==> config.mk <==
export PLATFORM = sky130hd
export DESIGN_NAME = ppc_basic_block_leader_scan_top
export DESIGN_NICKNAME = d
export VERILOG_FILES = /design/src/sv/ppcbb_pkg.sv /design/src/sv/ppcbb_ram.sv /design/src/sv/ppcbb_alu.sv /design/src/sv/ppcbb_seq.sv /design/src/sv/ppc_basic_block_leader_scan_top.sv
export SDC_FILE = /design/constraint.sdc
export NUM_CORES = 2
export LEC_CHECK = 0
export ABC_AREA = 1
export ABC_CLOCK_PERIOD_IN_PS = 17400
export BUFFER_PORTS_ARGS = -buffer_cell sky130_fd_sc_hd__buf_2
export CAP_MARGIN = 40
export CELL_PAD_IN_SITES_DETAIL_PLACEMENT = 1
export CELL_PAD_IN_SITES_GLOBAL_PLACEMENT = 1
export CORE_MARGIN = 2
export CORE_UTILIZATION = 30
export DETAILED_ROUTE_END_ITERATION = 10
export PLACE_DENSITY = 0.54
export SYNTH_ARGS = -nofsm -noshare
export SYNTH_HDL_FRONTEND = slang
export SYNTH_SLANG_ARGS = --single-unit
==> constraint.sdc <==
create_clock -name clk -period 17.4 [get_ports clk]
set_input_delay 3.48 -clock clk [delete_from_list [all_inputs] [get_ports clk]]
set_output_delay 3.48 -clock clk [all_outputs]
set_load 0.05 [all_outputs]
==> src/sv/ppcbb_pkg.sv <==
// Package for the PowerPC basic-block leader scan.
// Holds the word types, instruction decode constants and sequencer states.
// No dependencies; every other file of the block but ppcbb_ram imports it.
package ppcbb_pkg;

    localparam int MAX_INSTS_DEF = 1024;
    localparam int LEN_W         = 11;

    localparam logic CMD_FEED  = 1'b0;
    localparam logic CMD_DRAIN = 1'b1;

    localparam logic [5:0] OP_BC = 6'd16;
    localparam logic [5:0] OP_SC = 6'd17;
    localparam logic [5:0] OP_B  = 6'd18;
    localparam logic [5:0] OP_XL = 6'd19;
    localparam logic [5:0] OP_X  = 6'd31;

    localparam logic [9:0] XO_BCLR  = 10'd16;
    localparam logic [9:0] XO_RFI   = 10'd50;
    localparam logic [9:0] XO_MTMSR = 10'd146;
    localparam logic [9:0] XO_BCCTR = 10'd528;

    typedef struct packed {
        logic        cmd;
        logic [31:0] inst_word;
    } in_t;

    typedef struct packed {
        logic [31:0]      block_pc;
        logic [LEN_W-1:0] block_len;
        logic             last_block;
        logic             overflow;
    } out_t;

    typedef struct packed {
        logic        en;
        logic        sub;
        logic [31:0] a;
        logic [31:0] b;
    } alu_req_t;

    typedef enum logic [3:0] {
        ST_CLEAR,
        ST_IDLE,
        ST_F_PC,
        ST_F_TGT,
        ST_F_OFF,
        ST_F_MARK,
        ST_F_NEXT,
        ST_D_CHECK,
        ST_D_TEST,
        ST_D_DONE
    } state_t;

endpackage

==> src/sv/ppcbb_ram.sv <==
// Generic single-write, single-read RAM with registered read data.
// Used for the leader bitmap; no package dependencies.
module ppcbb_ram #(
    parameter int WIDTH = 1,
    parameter int DEPTH = 2,
    localparam int AW = (DEPTH > 1) ? $clog2(DEPTH) : 1
) (
    input  logic             clk,
    input  logic             we,
    input  logic [AW-1:0]    waddr,
    input  logic [WIDTH-1:0] wdata,
    input  logic [AW-1:0]    raddr,
    output logic [WIDTH-1:0] rdata
);

    logic [WIDTH-1:0] mem [DEPTH];
    logic [WIDTH-1:0] rdata_reg;

    always_ff @(posedge clk)
    begin
        if (we)
        begin
            mem[waddr] <= wdata;
        end
        rdata_reg <= mem[raddr];
    end

    assign rdata = rdata_reg;

endmodule

==> src/sv/ppcbb_alu.sv <==
// Shared 32-bit add/subtract unit with a registered result.
// Depends on ppcbb_pkg for the request structure.
module ppcbb_alu
    import ppcbb_pkg::*;
(
    input  logic        clk,
    input  alu_req_t    req,
    output logic [31:0] y
);

    logic [31:0] y_reg;

    // The result holds until the next request, so the sequencer may read it late.
    always_ff @(posedge clk)
    begin
        if (req.en)
        begin
            y_reg <= req.sub ? (req.a - req.b) : (req.a + req.b);
        end
    end

    assign y = y_reg;

endmodule

==> src/sv/ppcbb_seq.sv <==
// Sequencer of the leader scan: decodes fed words, drives the shared adder,
// sets and scans the leader bitmap and holds the result register.
// Depends on ppcbb_pkg.
module ppcbb_seq
    import ppcbb_pkg::*;
#(
    parameter int MAX_INSTS = MAX_INSTS_DEF,
    localparam int IDX_W = (MAX_INSTS > 1) ? $clog2(MAX_INSTS) : 1
) (
    input  logic             clk,
    input  logic             rst_n,
    input  logic [31:0]      base,
    input  logic             item_valid,
    output logic             item_stall,
    input  in_t              item,
    output logic             result_valid,
    input  logic             result_stall,
    output out_t             result,
    output alu_req_t         alu_req,
    input  logic [31:0]      alu_y,
    output logic             ram_we,
    output logic [IDX_W-1:0] ram_waddr,
    output logic             ram_wdata,
    output logic [IDX_W-1:0] ram_raddr,
    input  logic             ram_rdata
);

    localparam int CNT_W = $clog2(MAX_INSTS + 1);
    localparam logic [IDX_W-1:0] MAX_IDX = IDX_W'(MAX_INSTS - 1);
    localparam logic [CNT_W-1:0] MAX_CNT = CNT_W'(MAX_INSTS);
    localparam logic [31:0]      OFF_LIM = 32'(MAX_INSTS * 4);

    state_t             state_reg, state_next;
    logic [CNT_W-1:0]   fed_reg, fed_next;
    logic [CNT_W-1:0]   drain_reg, drain_next;
    logic [CNT_W-1:0]   end_reg, end_next;
    logic               ovf_reg, ovf_next;
    logic [IDX_W-1:0]   clr_reg, clr_next;
    logic [31:0]        inst_reg, inst_next;
    logic               result_valid_reg, result_valid_next;
    out_t               result_reg, result_next;

    logic               accept;
    logic [5:0]         op;
    logic [9:0]         xo;
    logic               is_br;
    logic               ends;
    logic [31:0]        disp;
    logic [CNT_W-1:0]   fed_inc;
    logic [CNT_W-1:0]   end_c;
    logic [CNT_W-1:0]   len_c;
    logic [31:0]        len32;
    logic               is_last;
    logic               can_load;

    assign item_stall = (state_reg != ST_IDLE);
    assign accept     = item_valid && !item_stall;

    // Decode of the held instruction word.
    assign op    = inst_reg[31:26];
    assign xo    = inst_reg[10:1];
    assign is_br = (op == OP_B) || (op == OP_BC);
    assign disp  = (op == OP_B) ? {{6{inst_reg[25]}}, inst_reg[25:2], 2'b00}
                                : {{16{inst_reg[15]}}, inst_reg[15:2], 2'b00};
    assign ends  = is_br || (op == OP_SC)
                 || ((op == OP_XL) && (xo inside {XO_BCLR, XO_BCCTR, XO_RFI}))
                 || ((op == OP_X) && (xo == XO_MTMSR));

    assign fed_inc  = fed_reg + 1'b1;
    assign end_c    = (end_reg > fed_reg) ? fed_reg : end_reg;
    assign is_last  = (end_reg >= fed_reg);
    assign len_c    = end_c - drain_reg;
    assign len32    = 32'(len_c);
    assign can_load = !result_valid_reg || !result_stall;

    assign ram_raddr = end_reg[IDX_W-1:0];

    always_comb
    begin
        state_next = state_reg;
        case (state_reg)
            ST_CLEAR:
            begin
                if (clr_reg == MAX_IDX)
                begin
                    state_next = ST_IDLE;
                end
            end
            ST_IDLE:
            begin
                if (accept)
                begin
                    if (item.cmd == CMD_DRAIN)
                    begin
                        state_next = ST_D_CHECK;
                    end
                    else if (fed_reg < MAX_CNT)
                    begin
                        state_next = ST_F_PC;
                    end
                end
            end
            ST_F_PC:    state_next = is_br ? ST_F_TGT : ST_F_NEXT;
            ST_F_TGT:   state_next = ST_F_OFF;
            ST_F_OFF:   state_next = ST_F_MARK;
            ST_F_MARK:  state_next = ST_F_NEXT;
            ST_F_NEXT:  state_next = ST_IDLE;
            ST_D_CHECK: state_next = (end_reg < fed_reg) ? ST_D_TEST : ST_D_DONE;
            ST_D_TEST:  state_next = ram_rdata ? ST_D_DONE : ST_D_CHECK;
            ST_D_DONE:
            begin
                if (can_load)
                begin
                    state_next = is_last ? ST_CLEAR : ST_IDLE;
                end
            end
            default:    state_next = ST_IDLE;
        endcase
    end

    // Adder requests and bitmap writes.
    always_comb
    begin
        alu_req   = '0;
        ram_we    = 1'b0;
        ram_waddr = '0;
        ram_wdata = 1'b0;
        case (state_reg)
            ST_CLEAR:
            begin
                ram_we    = 1'b1;
                ram_waddr = clr_reg;
            end
            ST_IDLE:
            begin
                if (accept && (item.cmd == CMD_DRAIN))
                begin
                    alu_req = '{en: 1'b1, sub: 1'b0, a: base, b: 32'(drain_reg) << 2};
                end
            end
            ST_F_PC:
            begin
                if (is_br)
                begin
                    alu_req = '{en: 1'b1, sub: 1'b0, a: base, b: 32'(fed_reg) << 2};
                end
            end
            ST_F_TGT:
            begin
                alu_req = '{en: 1'b1, sub: 1'b0, a: inst_reg[1] ? 32'd0 : alu_y, b: disp};
            end
            ST_F_OFF:
            begin
                alu_req = '{en: 1'b1, sub: 1'b1, a: alu_y, b: base};
            end
            ST_F_MARK:
            begin
                if ((alu_y[1:0] == 2'b00) && (alu_y < OFF_LIM))
                begin
                    ram_we    = 1'b1;
                    ram_waddr = alu_y[IDX_W+1:2];
                    ram_wdata = 1'b1;
                end
            end
            ST_F_NEXT:
            begin
                if (ends && (fed_inc < MAX_CNT))
                begin
                    ram_we    = 1'b1;
                    ram_waddr = fed_inc[IDX_W-1:0];
                    ram_wdata = 1'b1;
                end
            end
            default:
            begin
                alu_req = '0;
            end
        endcase
    end

    // Counters, flags and the result register.
    always_comb
    begin
        fed_next          = fed_reg;
        drain_next        = drain_reg;
        end_next          = end_reg;
        ovf_next          = ovf_reg;
        clr_next          = clr_reg;
        inst_next         = inst_reg;
        result_next       = result_reg;
        result_valid_next = result_valid_reg && result_stall;
        case (state_reg)
            ST_CLEAR:
            begin
                clr_next = clr_reg + 1'b1;
            end
            ST_IDLE:
            begin
                if (accept)
                begin
                    inst_next = item.inst_word;
                    if (item.cmd == CMD_DRAIN)
                    begin
                        end_next = drain_reg + 1'b1;
                    end
                    else if (fed_reg >= MAX_CNT)
                    begin
                        ovf_next = 1'b1;
                    end
                end
            end
            ST_F_NEXT:
            begin
                fed_next = fed_inc;
            end
            ST_D_TEST:
            begin
                if (!ram_rdata)
                begin
                    end_next = end_reg + 1'b1;
                end
            end
            ST_D_DONE:
            begin
                if (can_load)
                begin
                    result_valid_next      = 1'b1;
                    result_next.block_pc   = alu_y;
                    result_next.block_len  = len32[LEN_W-1:0];
                    result_next.last_block = is_last;
                    result_next.overflow   = ovf_reg;
                    if (is_last)
                    begin
                        fed_next   = '0;
                        drain_next = '0;
                        ovf_next   = 1'b0;
                        clr_next   = '0;
                    end
                    else
                    begin
                        drain_next = end_c;
                    end
                end
            end
            default:
            begin
                clr_next = clr_reg;
            end
        endcase
    end

    always_ff @(posedge clk or negedge rst_n)
    begin
        if (!rst_n)
        begin
            state_reg        <= ST_CLEAR;
            fed_reg          <= '0;
            drain_reg        <= '0;
            end_reg          <= '0;
            ovf_reg          <= 1'b0;
            clr_reg          <= '0;
            result_valid_reg <= 1'b0;
        end
        else
        begin
            state_reg        <= state_next;
            fed_reg          <= fed_next;
            drain_reg        <= drain_next;
            end_reg          <= end_next;
            ovf_reg          <= ovf_next;
            clr_reg          <= clr_next;
            result_valid_reg <= result_valid_next;
        end
    end

    always_ff @(posedge clk)
    begin
        inst_reg   <= inst_next;
        result_reg <= result_next;
    end

    assign result_valid = result_valid_reg;
    assign result       = result_reg;

endmodule

==> src/sv/ppc_basic_block_leader_scan_top.sv <==
// Top level of the PowerPC basic-block leader scan.
// Instantiates ppcbb_seq, ppcbb_alu and ppcbb_ram; depends on ppcbb_pkg.
//
// The block takes a function's instruction words one at a time and returns its basic
// blocks in address order. A word with cmd 0 is fed: branches (b, bl, bc) have their
// target worked out and, when it falls inside the function, marked as a leader, and
// any branch, bclr, bcctr, rfi, sc or mtmsr makes the following word a leader. A word
// with cmd 1 asks for the next block record and gives one result word: start address,
// instruction count, a last flag and the overflow flag. The last record clears the scan
// so that the next feed starts a new function. Words fed beyond MAX_INSTS are dropped
// and set the overflow flag. The function's start address is the single configuration
// register, written through cfg_valid/cfg_ready/cfg_data; its low two bits are ignored,
// and it should only be written while the block is idle. All address arithmetic goes
// through one shared 32-bit adder with a registered result, and the leader bitmap is a
// single memory with one read and one write port. A non-branch feed passes through the
// PC and next steps, a branch feed also through the target, offset and mark steps, and
// a dropped feed leaves the block idle; no new word is taken until a feed is done. A
// drain alternates a check and a test step for each bitmap entry it tests; while the
// result register is still full the drain waits in its final step. After reset, and
// after the last record of a function has been loaded, the bitmap is cleared one entry
// per cycle; item_stall is high throughout. The result sits in its own register, so a
// finished record may wait on result_stall while the block goes on taking feed words; a
// further record is held back until that register is free.
module ppc_basic_block_leader_scan_top
    import ppcbb_pkg::*;
#(
    parameter int MAX_INSTS = MAX_INSTS_DEF
) (
    input  logic        clk,
    input  logic        rst_n,
    input  logic        item_valid,
    output logic        item_stall,
    input  in_t         item,
    output logic        result_valid,
    input  logic        result_stall,
    output out_t        result,
    input  logic        cfg_valid,
    output logic        cfg_ready,
    input  logic [31:0] cfg_data
);

    localparam int IDX_W = (MAX_INSTS > 1) ? $clog2(MAX_INSTS) : 1;

    logic [31:0]      base_reg;
    alu_req_t         alu_req;
    logic [31:0]      alu_y;
    logic             ram_we;
    logic [IDX_W-1:0] ram_waddr;
    logic             ram_wdata;
    logic [IDX_W-1:0] ram_raddr;
    logic             ram_rdata;

    // The configuration register is always ready; the base is stored word-aligned.
    assign cfg_ready = 1'b1;

    always_ff @(posedge clk or negedge rst_n)
    begin
        if (!rst_n)
        begin
            base_reg <= '0;
        end
        else if (cfg_valid && cfg_ready)
        begin
            base_reg <= {cfg_data[31:2], 2'b00};
        end
    end

    // Sequencer: owns the counters, decode and the result register.
    ppcbb_seq #(
        .MAX_INSTS (MAX_INSTS)
    ) u_seq (
        .clk          (clk),
        .rst_n        (rst_n),
        .base         (base_reg),
        .item_valid   (item_valid),
        .item_stall   (item_stall),
        .item         (item),
        .result_valid (result_valid),
        .result_stall (result_stall),
        .result       (result),
        .alu_req      (alu_req),
        .alu_y        (alu_y),
        .ram_we       (ram_we),
        .ram_waddr    (ram_waddr),
        .ram_wdata    (ram_wdata),
        .ram_raddr    (ram_raddr),
        .ram_rdata    (ram_rdata)
    );

    // The one adder: instruction PC, branch target, offset from base and block PC.
    ppcbb_alu u_alu (
        .clk (clk),
        .req (alu_req),
        .y   (alu_y)
    );

    // Leader bitmap, one bit per instruction slot.
    ppcbb_ram #(
        .WIDTH (1),
        .DEPTH (MAX_INSTS)
    ) u_leader_ram (
        .clk   (clk),
        .we    (ram_we),
        .waddr (ram_waddr),
        .wdata (ram_wdata),
        .raddr (ram_raddr),
        .rdata (ram_rdata)
    );

endmodule

==> results by group <==
Timing
  • Worst-margin pin slew: 1.213 ns
  • Setup TNS: 0 ns
  • Endpoints failing setup: 0
  • Worst setup margin: 10.45 ns
  • Fmax: 143.9 MHz
  • RSZ-0062 raised after global routing: false
  • Final Hold Viols: 0
  • Clock Skews: 0.03567 ns
  • Fin crit share: 0.3993
  • Max-slew violation count: 0
  • Slew headroom: 0.1912
  • Min cycle time layout: 6.948 ns

Clock tree
  • Clock root cell: clkbuf_16
  • Setup bufs post-CTS: 0
  • Max clock buf depth: 3
  • Resized Gates After CTS: 0
  • Worst-path clk slew: 0.06 ns
  • Sink Count: 1,212
  • Post-CTS Hold Buffers: 0
  • CTS tree: yes
  • TritonCTS Buffers: 144
  • H-tree levels: 4
  • Clk_lat worst skew: 0.79 ns

Run
  • MaxCap Viol Count: 0

Placement
  • GP Congestion: 0.8057
  • Port bufs: 113
  • Post-Place Cells: 8,333
  • Post-DP HPWL: 108,700 microns
  • Setup slack after placement: 9.636 ns

Setup path
  • Worst Path Required: 17.92 ns
  • CP cell instances: buf_2, inv_1, nor2_1, nand2_1, nor2_1, nor3_1, nand3_1, nor2_1, nand2_1, o21ai_0, nand3_1, nand2_1, inv_1, ha_1, a21oi_1, o21ai_0, a221oi_1, o221ai_1, xor2_1
  • Crit path capture type: flip-flop
  • Cell family with most CP delay: simple AND/OR/NAND/NOR gates
  • Critical path's slowest cell: nor3_1
  • Crit path DAT: 7.47 ns
  • Buf/Inv on CP: 3
  • CP max FO: 4
  • Crit path kind: in2reg
  • Slowest Stage Delay on Critical Path: 0.55 ns
  • Type of origin of the critical path: primary input

Synth
  • Yosys cell types: 54
  • Multiplexer area fraction after synthesis: 0
  • #FFs+latches synth: 1,212
  • Synth Area in Compound Gates: 0.02786
  • Sequential cell area fraction in the yosys report: 0.6227
  • Adder-Cell Fraction of Synth Area: 0.01204
  • Mapped cell area: 57,790 sq um
  • Simple-Gate Fraction of Synth Area: 0.2781
  • Gate Count Post-Synth: 6,049
  • Mapped Nets: 6,174
  • Cell taking the most area after synthesis: edfxtp_1
  • Ranking of synthesized cells by area: edfxtp_1 (59%), nand3_1 (9.5%), nand2_1 (8.9%), nor2_1 (7.3%), dfrtp_1 (3.4%)
  • Synth Area per Inst: 9.554 sq um
  • Largest family of logic cells by synthesized area: simple AND/OR/NAND/NOR gates
  • Synth top area share: 0.5882
  • Yosys warning count: 0
  • Area share of xor/xnor cells in the synthesized design: 0.01015

Finish
  • Final core utilization: 0.3404
  • Most frequent cells in the layout: nand2_1 (1,359), edfxtp_1 (1,132), nor2_1 (1,123)
  • Layout cells sized above 1: 0.08871
  • FILL cells: 21,640
  • Synth-to-Final Area Change: 13.08%
  • NumNets Final: 6,078
  • Fin cells: 8,592
  • Max reg flops: 1,024
  • Most common cell after layout, fill and taps aside: nand2_1

Drt
  • Drt pass-1 iters: 7
  • Via/cell ratio: 5.114
  • Avg WL per Cell: 23.27 microns
  • Iter 0 DRT Violations: 3,030
  • Via count: 43,940
  • Drt total wl: 199,900 microns
  • ANT nets after route: 0
  • # DRC: 0

Floorplanning
  • Top Ports: 118
  • Die Height: 442.9 microns
  • Core box area: 192,000 sq um
  • Die area: 196,200 sq um
  • Die X: 442.9 microns
  • Starting Density: 0.3010
  • Site Rows: 161

GRT
  • First-pass GRT wire length: 294,900 microns
  • Largest net degree at the start of global routing: 247
  • Vias in the first global route: 44,380
  • GRT overflow: 0
  • Initial antenna violation count: 3
  • GRT Util Overall: 0.2006

Power and ir drop
  • Sw Pwr: 0.004499 W
  • Clk network pwr share: 0.270
  • Logic pwr share: 0.398
  • Cell area power density: 165.8 nW/um^2
  • Worst vdd ir: 0.1080 mV
  • Cell internal pwr: 0.006337 W
  • Sequential power share: 0.331
  • Leak pwr: 22.55 nW
  • Sw frac: 0.4152

Run status
  • Status: complete, no violations

Worst hold path
  • Hold/Removal Path Class: reg2reg
[kinds of logic after synthesis]
kind of cell | after synthesis
AO/OA/AOI/OAI | 282
XOR/XNOR | 67
flip-flops | 1212
adder cells (fa/ha/maj) | 55
buffers and inverters | 696
AND/OR/NAND/NOR | 3736
other | 1
[stage by stage]
| stage | hold WS (ns) | total power, W | cell area (sq um) |
|---|---|---|---|
| 2_1_floorplan | 0.4253 | 0.006422 | 57790 |
| 3_3_place_gp | 0.4434 | 0.007941 | 60500 |
| 3_5_place_dp | 0.4435 | 0.008015 | 60870 |
| 4_1_cts | 0.4573 | 0.01098 | 65350 |
| 5_1_grt | 0.4676 | 0.01155 | 65350 |
| 6_report | 0.4544 | 0.01084 | 65360 |
[cell type report]
class	instances	area (sq um)	area share
inverter	248	957.2	0.01465
timing repair buffer	206	1622	0.02481
antenna	1	2.502	0.00003829
clock inverter	58	445.4	0.006815
tap	2526	3161	0.04836
clock buffer	200	4035	0.06174
sequential	1212	36010	0.5509
multi-input combinational	4141	19130	0.2927
[power by group through the flow]
stage                     clock (W)  combinational [W]  sequential [W]
after detailed placement          0            0.00436         0.00366
after CTS                   0.00300            0.00438         0.00360
after global placement            0            0.00428         0.00366
after floorplan                   0            0.00288         0.00355
final                       0.00293            0.00432         0.00359
after global routing        0.00310            0.00484         0.00361
[routing by layer]
| layer | track usage | wire length (microns) |
|---|---|---|
| met1 | 0.2681 | 90290 |
| met5 | 0 | 20 |
| met2 | 0.3408 | 97070 |
| met3 | 0.02567 | 7717 |
| met4 | 0.05539 | 4830 |
[cells in the mapped netlist (all sizes together)]
cell     instances
o221ai           2
o21a             4
nor3b            1
xor2            43
nand2         1385
ha              54
conb             1
clkinv           5
inv            243
a211oi           1
nand3         1124
a221oi           1
o2bb2ai         20
o211ai           4
and3             1
clkbuf         256
nor2          1167
a21o             2
nand3b           5
nor3            23
nor4            10
a21boi           1
a2111oi          1
fa               1
a22oi           10
or2              1
o22ai           20
o21ai          135
edfxtp        1132
o31ai            2
buf            192
dfxtp            1
dfrtp           79
o2111ai          2
xnor2           24
nand4           19
o21bai           5
a21oi           69
a31oi            3
[worst paths after layout]
kind | cells after the start | to | from | slack [ns]
worst max-delay path | 19 | u_alu.y[30] | item[32] | 10.45
worst min-delay path | 0 | u_seq.result[0] | u_seq.ovf_reg | 0.45
worst max register to register | 20 | u_alu.y[30] | u_seq.state_reg[1] | 12.08
worst min register to register | 0 | u_seq.result[0] | u_seq.ovf_reg | 0.45
max in group asynchronous | 2 | u_seq.end_reg[3] | rst_n | 13.62
min in group asynchronous | 1 | u_seq.result_valid | rst_n | 2.66
No activity file was read; power rests on OpenSTA's default activity.
